--- src/design/mscd_pkg.sv ---
// Shared types, codes and constants of the countdown timer table.
package mscd_pkg;

  // Field widths fixed by the interface
  localparam int RATE_W  = 14;
  localparam int MS_W    = 16;
  localparam int WORD_W  = 32;
  localparam int SLOT_W  = 4;
  localparam int TICKS_W = 20;

  // Millisecond to tick conversion: multiply the product by ceil(2^38 / 1000)
  // and drop 38 bits; the quotient is exact for every product below 2^30
  localparam int MS_PER_S    = 1000;
  localparam int PROD_W      = RATE_W + MS_W;
  localparam int RECIP_W     = 29;
  localparam int RECIP_SHIFT = 38;
  localparam int SCALED_W    = PROD_W + RECIP_W;
  localparam int QUOT_W      = SCALED_W - RECIP_SHIFT;
  localparam logic [RECIP_W-1:0] RECIP_1000 = 29'd274877907;
  localparam logic [TICKS_W-1:0] TICKS_MAX  = {TICKS_W{1'b1}};

  // Request opcodes
  localparam logic [1:0] OP_REGISTER   = 2'd0;
  localparam logic [1:0] OP_UNREGISTER = 2'd1;
  localparam logic [1:0] OP_TICK       = 2'd2;

  // Result kinds
  localparam logic [1:0] KIND_REGISTER   = 2'd0;
  localparam logic [1:0] KIND_UNREGISTER = 2'd1;
  localparam logic [1:0] KIND_EXPIRY     = 2'd2;

  typedef enum logic [1:0] {
    ST_IDLE,
    ST_DIV,
    ST_SCAN,
    ST_FLUSH
  } state_t;

  typedef struct packed {
    logic [1:0]        kind;
    logic [SLOT_W-1:0] slot;
    logic              ok;
    logic [WORD_W-1:0] tag;
    logic [WORD_W-1:0] word;
    logic [SLOT_W-1:0] active;
    logic              last;
  } result_t;

  // Low four bits of a count or slot number
  function automatic logic [SLOT_W-1:0] low_nibble(input logic [31:0] v);
    return v[SLOT_W-1:0];
  endfunction

endpackage

--- src/design/mscd_div.sv ---
// Shared converter: milliseconds to ticks by a product and a reciprocal multiply.
module mscd_div (
  input  logic                          clk,
  input  logic                          rst,
  input  logic                          load,
  input  logic [mscd_pkg::RATE_W-1:0]   rate,
  input  logic [mscd_pkg::MS_W-1:0]     ms,
  output logic                          done,
  output logic [mscd_pkg::TICKS_W-1:0]  ticks
);

  logic                           scale_pend;
  logic [mscd_pkg::PROD_W-1:0]    prod;
  logic [mscd_pkg::SCALED_W-1:0]  scaled;
  logic [mscd_pkg::QUOT_W-1:0]    quot;

  // Track the two multiply stages and flag the quotient
  always_ff @(posedge clk) begin
    if (rst) begin
      scale_pend <= 1'b0;
      done       <= 1'b0;
    end else begin
      scale_pend <= load;
      done       <= scale_pend;
    end
  end

  // Form rate times interval, then scale it by the reciprocal of 1000
  always_ff @(posedge clk) begin
    if (load) begin
      prod <= mscd_pkg::PROD_W'(rate) * mscd_pkg::PROD_W'(ms);
    end
    if (scale_pend) begin
      scaled <= mscd_pkg::SCALED_W'(prod) * mscd_pkg::SCALED_W'(mscd_pkg::RECIP_1000);
    end
  end

  // Keep the integer part of the scaled product
  assign quot = scaled[mscd_pkg::SCALED_W-1:mscd_pkg::RECIP_SHIFT];

  // Clamp to at least one tick and at most the counter range
  always_comb begin
    if (quot == '0) begin
      ticks = mscd_pkg::TICKS_W'(1);
    end else if (quot[mscd_pkg::QUOT_W-1]) begin
      ticks = mscd_pkg::TICKS_MAX;
    end else begin
      ticks = quot[mscd_pkg::TICKS_W-1:0];
    end
  end

endmodule

--- src/design/multi_slot_countdown_timers_core.sv ---
// Top level of the countdown timer table: slot storage, sequencer and result register.
//
//  Channel   Signals                                            Handshake
//  --------  -------------------------------------------------  ------------------------
//  request   opcode timeout_ms periodic handler_tag user_word   start high, busy low
//            slot_id_in
//  result    reply_kind slot_number success handler_tag_out     result_valid, one cycle
//            user_word_out active_slots tick_total last_of_run
//  config    cfg_data (tick_rate_hz)                            cfg_write
//
// Unregister requests and rejected registrations never raise busy; their reply
// appears in the next cycle. A registration holds busy while the shared
// converter forms the rate times interval product and then multiplies it by the
// reciprocal of 1000; the slot is written and the reply registered when the
// converter flags its quotient.
// A tick walks the slots one per cycle, expiries leaving through a one-entry hold
// so the last one can be marked.
// Reset clears the active flags, the count and the tick counter.
// The receiver cannot stall results.
module multi_slot_countdown_timers_core #(
  parameter int SLOT_COUNT = 8
) (
  input  logic                          clk,
  input  logic                          rst,
  input  logic                          cfg_write,
  input  logic [mscd_pkg::RATE_W-1:0]   cfg_data,
  input  logic                          start,
  output logic                          busy,
  input  logic [1:0]                    opcode,
  input  logic [mscd_pkg::MS_W-1:0]     timeout_ms,
  input  logic                          periodic,
  input  logic [mscd_pkg::WORD_W-1:0]   handler_tag,
  input  logic [mscd_pkg::WORD_W-1:0]   user_word,
  input  logic [7:0]                    slot_id_in,
  output logic                          result_valid,
  output logic [1:0]                    reply_kind,
  output logic [mscd_pkg::SLOT_W-1:0]   slot_number,
  output logic                          success,
  output logic [mscd_pkg::WORD_W-1:0]   handler_tag_out,
  output logic [mscd_pkg::WORD_W-1:0]   user_word_out,
  output logic [mscd_pkg::SLOT_W-1:0]   active_slots,
  output logic [63:0]                   tick_total,
  output logic                          last_of_run
);

  localparam int IDX_W = (SLOT_COUNT > 1) ? $clog2(SLOT_COUNT) : 1;
  localparam int CNT_W = $clog2(SLOT_COUNT + 1);

  // Slot storage
  logic [SLOT_COUNT-1:0]         slot_active;
  logic                          slot_periodic  [SLOT_COUNT];
  logic [mscd_pkg::TICKS_W-1:0]  slot_interval  [SLOT_COUNT];
  logic [mscd_pkg::TICKS_W-1:0]  slot_remaining [SLOT_COUNT];
  logic [mscd_pkg::WORD_W-1:0]   slot_handler   [SLOT_COUNT];
  logic [mscd_pkg::WORD_W-1:0]   slot_user      [SLOT_COUNT];

  // Control and pending registration
  mscd_pkg::state_t              state, state_next;
  logic [mscd_pkg::RATE_W-1:0]   tick_rate_hz;
  logic [63:0]                   tick_count;
  logic [CNT_W-1:0]              active_count, active_count_next;
  logic [IDX_W-1:0]              idx;
  logic [IDX_W-1:0]              pend_idx;
  logic                          pend_periodic;
  logic [mscd_pkg::WORD_W-1:0]   pend_tag;
  logic [mscd_pkg::WORD_W-1:0]   pend_word;
  logic                          hold_valid;
  mscd_pkg::result_t             hold;
  mscd_pkg::result_t             out_res;

  // Decode signals
  logic                          accept;
  logic                          free_found;
  logic [IDX_W-1:0]              free_idx;
  logic                          reg_ok;
  logic                          unreg_in_range;
  logic [7:0]                    sid_m1;
  logic [IDX_W-1:0]              sid_idx;
  logic [mscd_pkg::TICKS_W-1:0]  rem_dec;
  logic                          expire;
  logic                          div_load;
  logic                          div_done;
  logic [mscd_pkg::TICKS_W-1:0]  div_ticks;

  // Sequencer actions
  logic                          emit;
  mscd_pkg::result_t             emit_res;
  logic                          do_claim;
  logic                          do_unreg;
  logic                          do_tick;
  logic                          do_expire;
  logic                          hold_clear;

  assign busy   = (state != mscd_pkg::ST_IDLE);
  assign accept = start && !busy;

  // Find the lowest free slot
  always_comb begin
    free_found = 1'b0;
    free_idx   = '0;
    for (int i = SLOT_COUNT - 1; i >= 0; i--) begin
      if (!slot_active[i]) begin
        free_found = 1'b1;
        free_idx   = IDX_W'(i);
      end
    end
  end

  assign reg_ok = (handler_tag != '0) && (timeout_ms != '0) && (tick_rate_hz != '0)
                  && free_found;
  assign unreg_in_range = (slot_id_in != 8'd0) && ({24'd0, slot_id_in} <= 32'(SLOT_COUNT));
  assign sid_m1  = slot_id_in - 8'd1;
  assign sid_idx = sid_m1[IDX_W-1:0];
  assign rem_dec = slot_remaining[idx] - 1'b1;
  assign expire  = slot_active[idx] && (rem_dec == '0);

  // Next state, result and slot actions
  always_comb begin
    state_next        = state;
    active_count_next = active_count;
    emit              = 1'b0;
    emit_res          = hold;
    div_load          = 1'b0;
    do_claim          = 1'b0;
    do_unreg          = 1'b0;
    do_tick           = 1'b0;
    do_expire         = 1'b0;
    hold_clear        = 1'b0;
    unique case (state)
      mscd_pkg::ST_IDLE: begin
        if (accept) begin
          unique case (opcode)
            mscd_pkg::OP_REGISTER: begin
              if (reg_ok) begin
                div_load   = 1'b1;
                state_next = mscd_pkg::ST_DIV;
              end else begin
                emit     = 1'b1;
                emit_res = '{kind: mscd_pkg::KIND_REGISTER, slot: '0, ok: 1'b0,
                             tag: '0, word: '0,
                             active: mscd_pkg::low_nibble(32'(active_count)),
                             last: 1'b1};
              end
            end
            mscd_pkg::OP_UNREGISTER: begin
              do_unreg = unreg_in_range && slot_active[sid_idx];
              if (do_unreg) begin
                active_count_next = active_count - 1'b1;
              end
              emit     = 1'b1;
              emit_res = '{kind: mscd_pkg::KIND_UNREGISTER,
                           slot: unreg_in_range ? slot_id_in[mscd_pkg::SLOT_W-1:0] : '0,
                           ok: do_unreg, tag: '0, word: '0,
                           active: mscd_pkg::low_nibble(32'(active_count_next)),
                           last: 1'b1};
            end
            mscd_pkg::OP_TICK: begin
              do_tick    = 1'b1;
              state_next = mscd_pkg::ST_SCAN;
            end
            default: begin
            end
          endcase
        end
      end
      mscd_pkg::ST_DIV: begin
        if (div_done) begin
          do_claim          = 1'b1;
          active_count_next = active_count + 1'b1;
          emit              = 1'b1;
          emit_res = '{kind: mscd_pkg::KIND_REGISTER,
                       slot: mscd_pkg::low_nibble(32'(pend_idx) + 32'd1), ok: 1'b1,
                       tag: '0, word: '0,
                       active: mscd_pkg::low_nibble(32'(active_count_next)),
                       last: 1'b1};
          state_next = mscd_pkg::ST_IDLE;
        end
      end
      mscd_pkg::ST_SCAN: begin
        if (expire) begin
          do_expire = 1'b1;
          if (!slot_periodic[idx]) begin
            active_count_next = active_count - 1'b1;
          end
          emit = hold_valid;
        end
        if (idx == IDX_W'(SLOT_COUNT - 1)) begin
          state_next = mscd_pkg::ST_FLUSH;
        end
      end
      mscd_pkg::ST_FLUSH: begin
        emit          = hold_valid;
        emit_res.last = 1'b1;
        hold_clear    = 1'b1;
        state_next    = mscd_pkg::ST_IDLE;
      end
      default: begin
        state_next = mscd_pkg::ST_IDLE;
      end
    endcase
  end

  // Hold control state
  always_ff @(posedge clk) begin
    if (rst) begin
      state        <= mscd_pkg::ST_IDLE;
      tick_rate_hz <= '0;
      tick_count   <= '0;
      active_count <= '0;
      slot_active  <= '0;
      hold_valid   <= 1'b0;
      result_valid <= 1'b0;
      idx          <= '0;
    end else begin
      state        <= state_next;
      active_count <= active_count_next;
      result_valid <= emit;
      if (cfg_write) begin
        tick_rate_hz <= cfg_data;
      end
      if (do_tick) begin
        tick_count <= tick_count + 64'd1;
        idx        <= '0;
      end else if (state == mscd_pkg::ST_SCAN) begin
        idx <= idx + 1'b1;
      end
      if (do_claim) begin
        slot_active[pend_idx] <= 1'b1;
      end
      if (do_unreg) begin
        slot_active[sid_idx] <= 1'b0;
      end
      if (do_expire && !slot_periodic[idx]) begin
        slot_active[idx] <= 1'b0;
      end
      if (do_expire) begin
        hold_valid <= 1'b1;
      end else if (hold_clear) begin
        hold_valid <= 1'b0;
      end
    end
  end

  // Latch the pending registration while the converter runs
  always_ff @(posedge clk) begin
    if (div_load) begin
      pend_idx      <= free_idx;
      pend_periodic <= periodic;
      pend_tag      <= handler_tag;
      pend_word     <= user_word;
    end
  end

  // Write slot payload: claim, count down or reload
  always_ff @(posedge clk) begin
    if (do_claim) begin
      slot_periodic[pend_idx]  <= pend_periodic;
      slot_interval[pend_idx]  <= div_ticks;
      slot_remaining[pend_idx] <= div_ticks;
      slot_handler[pend_idx]   <= pend_tag;
      slot_user[pend_idx]      <= pend_word;
    end
    if (state == mscd_pkg::ST_SCAN && slot_active[idx]) begin
      if (expire && slot_periodic[idx]) begin
        slot_remaining[idx] <= slot_interval[idx];
      end else begin
        slot_remaining[idx] <= rem_dec;
      end
    end
  end

  // Park the newest expiry until the next one or the end of the walk
  always_ff @(posedge clk) begin
    if (do_expire) begin
      hold <= '{kind: mscd_pkg::KIND_EXPIRY,
                slot: mscd_pkg::low_nibble(32'(idx) + 32'd1), ok: 1'b1,
                tag: slot_handler[idx], word: slot_user[idx],
                active: mscd_pkg::low_nibble(32'(active_count_next)),
                last: 1'b0};
    end
  end

  // Register the outgoing result
  always_ff @(posedge clk) begin
    if (emit) begin
      out_res <= emit_res;
    end
  end

  mscd_div u_div (
    .clk   (clk),
    .rst   (rst),
    .load  (div_load),
    .rate  (tick_rate_hz),
    .ms    (timeout_ms),
    .done  (div_done),
    .ticks (div_ticks)
  );

  assign reply_kind      = out_res.kind;
  assign slot_number     = out_res.slot;
  assign success         = out_res.ok;
  assign handler_tag_out = out_res.tag;
  assign user_word_out   = out_res.word;
  assign active_slots    = out_res.active;
  assign last_of_run     = out_res.last;
  assign tick_total      = tick_count;

endmodule

--- config.mk ---
export PLATFORM = sky130hd
export DESIGN_NAME = multi_slot_countdown_timers_core
export DESIGN_NICKNAME = d
export VERILOG_FILES = /design/src/design/mscd_pkg.sv /design/src/design/mscd_div.sv /design/src/design/multi_slot_countdown_timers_core.sv
export SDC_FILE = /design/constraint.sdc
export NUM_CORES = 2
export LEC_CHECK = 0
export BUFFER_PORTS_ARGS = -buffer_cell sky130_fd_sc_hd__buf_2
export CAP_MARGIN = 25
export CELL_PAD_IN_SITES_DETAIL_PLACEMENT = 0
export CELL_PAD_IN_SITES_GLOBAL_PLACEMENT = 2
export CORE_MARGIN = 4
export CORE_UTILIZATION = 42
export CTS_BUF_LIST = sky130_fd_sc_hd__clkbuf_8
export CTS_CLUSTER_DIAMETER = 120
export DETAILED_ROUTE_END_ITERATION = 6
export PLACE_DENSITY = 0.79
export SETUP_SLACK_MARGIN = 0.3
export SLEW_MARGIN = 30
export SYNTH_ARGS = -nofsm -noshare
export SYNTH_HDL_FRONTEND = slang
export SYNTH_SLANG_ARGS = --single-unit
export TNS_END_PERCENT = 50
--- constraint.sdc ---
create_clock -name clk -period 11.3 [get_ports clk]
set_input_delay 2.26 -clock clk [delete_from_list [all_inputs] [get_ports clk]]
set_output_delay 2.26 -clock clk [all_outputs]
set_load 0.1 [all_outputs]
==> key figures <==
Status
  – Status: finished clean

Floorplanning
  – Row cnt: 145
  – Die X: ~400 um
  – Initial Util: 42.3%
  – Die H: 405 um
  – I/O Pins: 251
  – Core region area: 156,000 sq um
  – Die Footprint: 164,000 sq um

Timing
  – Max Slew Vio Count: 0
  – Relative slew slack: 34.6%
  – Setup TNS: 0 ns
  – Tcrit/Tclk final: 69.8%
  – Achievable Freq: roughly 0.13 GHz
  – Clock skew: about 0.07 ns
  – Fin. Hold Viols: 0
  – Min Tclk post-route: 7.89 ns
  – Actual transition at the worst max-transition pin: 0.980 ns
  – RSZ-0062 raised after global routing: no
  – Worst Hold Slack: 0.508 ns
  – Setup WS post-layout: 3.41 ns
  – Final setup viols: 0

Logic synthesis
  – Sequential element share of the synthesized area: 53.3%
  – Mapped Area: 66,200 sq um
  – Synth Instances: 4,852
  – Top cell type's share of synthesized area: between 50 and 60%
  – FF+latch count, synth: 1,209
  – Synth warnings: 0
  – Avg Cell Area, Syn: 13.6 sq um
  – Synth unique cells: just over 80
  – Top area cells in the synthesized netlist: edfxtp_1 (50%), fa_1 (13%), ha_1 (9.0%)
  – Async SR Flop Fraction: 0%
  – Post-Syn Nets: ~5,900
  – Post-synth EDFFs: 1,107
  – Most area-hungry cell type in the Yosys netlist: edfxtp_1
  – Most used flip-flop cell after synthesis: edfxtp_1

Route
  – Drt drc: 0
  – DRT Wirelength: approximately 170 mm
  – Via count: approximately 40,000
  – Initial DRC Count: 2,912
  – Drt wl/cell: between 20 and 25 um
  – DRT Pass-1 Iters: 5
  – Final ANT Viol Nets: 0
  – Vias per cell: 5.36

Clock network
  – Clock latency on the worst-skew pair: 0.89 ns
  – Hold-fix buffers, CTS: 0
  – Postcts setup bufs: 0
  – CTS Buf Count: 190
  – Clk Tree Root Cell: clkbuf_8
  – Clock Sinks: 1,209
  – Post-CTS sizing: 0
  – Clock Tree Buf Depth: 3
  – CTS tree: done
  – Clk pin slew, worst setup/hold paths: 0.06 ns
  – H-tree Lvls: 4

Power and ir drop
  – Pwr dens: about 330 nW/um^2
  – Combinational power share: 63.0%
  – Sw Share: 44.3%
  – Clock share of power: 15.1%
  – NetSw: 10.8 mW
  – Pint: 13.6 mW
  – Power Total: 24.3 mW
  – Total leakage power: 28.9 nW
  – Worst vdd ir: ~0.63 mV
  – Sequential Power Share: 22.0%

Global route
  – First-pass GRT wire length: 261 mm
  – Number of global-route vias before repair: 41,700
  – Largest net degree at the start of global routing: 79
  – Initial antenna violation count: 11
  – Grt ovf: 0
  – All-layer global routing usage: 21.0%

Worst hold path
  – Worst Hold Class: reg -> reg

Placement
  – Detailed Place HPWL: 114 mm
  – Dpl ws: 2.53 ns
  – Placer Congestion: 0.829
  – IO Port Bufs: 250

Setup path
  – Startpoint type of the worst setup path: primary input
  – Worst setup EP type: flop
  – Worst Path Class, Setup: in -> reg
  – CP arrival: 8.48 ns
  – WP data required: roughly 12 ns
  – Critical path fanouts, max: 15

Finish
  – Share of layout cells above drive strength 1: 13.6%
  – Most frequent cells in the layout: edfxtp_1 (1,107), inv_1 (758), ha_1 (476)
  – Util after Layout: 47.3%
  – Most common cell after layout, fill and taps aside: edfxtp_1
  – Area grow syn2layout: 11.6%
  – Nets: ~6,200

Job
  – Max Cap Violations: 0
-- critical path, stage by stage --
cell	delay, ns
buf_2	0.32
nand2_1	0.14
fa_1	0.54
inv_1	0.05
fa_1	0.47
inv_1	0.05
fa_1	0.49
inv_1	0.05
fa_1	0.54
fa_1	0.43
fa_1	0.44
ha_1	0.36
a21o_1	0.20
a221oi_1	0.35
o21ai_0	0.16
o31ai_1	0.28
a21boi_0	0.23
a22o_1	0.30
o221ai_1	0.33
o2111ai_1	0.18
a21oi_1	0.20
xnor2_1	0.08
-- metrics by stage --
step                      cell area [sq um]  instances
after global placement                70000       7045
final                                 73900       7399
after detailed placement              70100       7048
after CTS                             73900       7394
after global routing                  73900       7397
after floorplan                       66200       4852
-- power groups by stage --
stage | combinational [mW] | clock (mW) | sequential [mW]
after floorplan | 11.1 | 0 | 5.47
after global placement | 15.3 | 0 | 5.44
after detailed placement | 15.4 | 0 | 5.44
after CTS | 15.6 | 3.75 | 5.35
after global routing | 17.7 | 3.96 | 5.35
final | 15.3 | 3.66 | 5.35
-- flip-flops by register name, indices dropped and copies added (netlist names), 2 cells and up, named ones only --
name / count
slot_handler: 256
slot_user: 256
slot_interval: 160
slot_remaining: 160
hold: 72
tick_total: 64
handler_tag_out: 32
pend_tag: 32
pend_word: 32
user_word_out: 32
u_div.prod: 30
u_div.scaled: 21
tick_rate_hz: 14
slot_active: 8
slot_periodic: 8
active_count: 4
active_slots: 4
slot_number: 4
idx: 3
pend_idx: 3
reply_kind: 2
state: 2
-- cell usage after synthesis (all sizes together), types with 76 or more instances --
| master | number |
|---|---|
| dfxtp | 102 |
| a21oi | 104 |
| ha | 476 |
| nor2 | 191 |
| fa | 441 |
| and2 | 95 |
| mux4 | 77 |
| nand2 | 244 |
| inv | 707 |
| clkbuf | 137 |
| o21ai | 76 |
| a22oi | 263 |
| edfxtp | 1107 |
| nor2b | 88 |
| nand4 | 106 |
-- cells by family (layout without fill, tap and decap cells) --
family / after synthesis / count (layout) / synth area share (%)
xor gates and xnor gates: 121 / 121 / 1.60
other: 0 / 4 / 0
and+or+nand+nor: 952 / 952 / 7.39
buffers and inverters: 880 / 1365 / 5.07
adders and majority gates: 917 / 917 / 22.3
DFF: 1209 / 1209 / 53.3
AOI/OAI and AO/OA: 621 / 621 / 6.54
muxes: 152 / 152 / 3.79
-- worst paths after layout --
kind,from,endpoint,slack [ns],depth (start not counted)
worst max register to register,u_div.prod[9],u_div.scaled[48],3.49,23
worst min register to register,tick_total[4],tick_total[4],0.51,2
worst max-delay path,timeout_ms[8],u_div.prod[28],3.41,22
worst min-delay path,tick_total[4],tick_total[4],0.51,2
-- layout make-up --
type                    count  area (sq um)
diodes                      4          10.0
clock buffers             196          2700
clock inverters           150          1050
fillers                 13800         82500
inverters                 707          2660
multi-input cells        2763         27800
flip-flops and latches   1209         35300
well taps                2058          2570
repair buffers            312          1820
-- routing by layer --
layer | GRT usage, % | wire length (um)
met3 | 3.37 | 10200
met5 | 0 | 0
met2 | 34.5 | 82200
met4 | 5.17 | 3380
met1 | 29.4 | 75100
(Power assumes the default switching activity.)
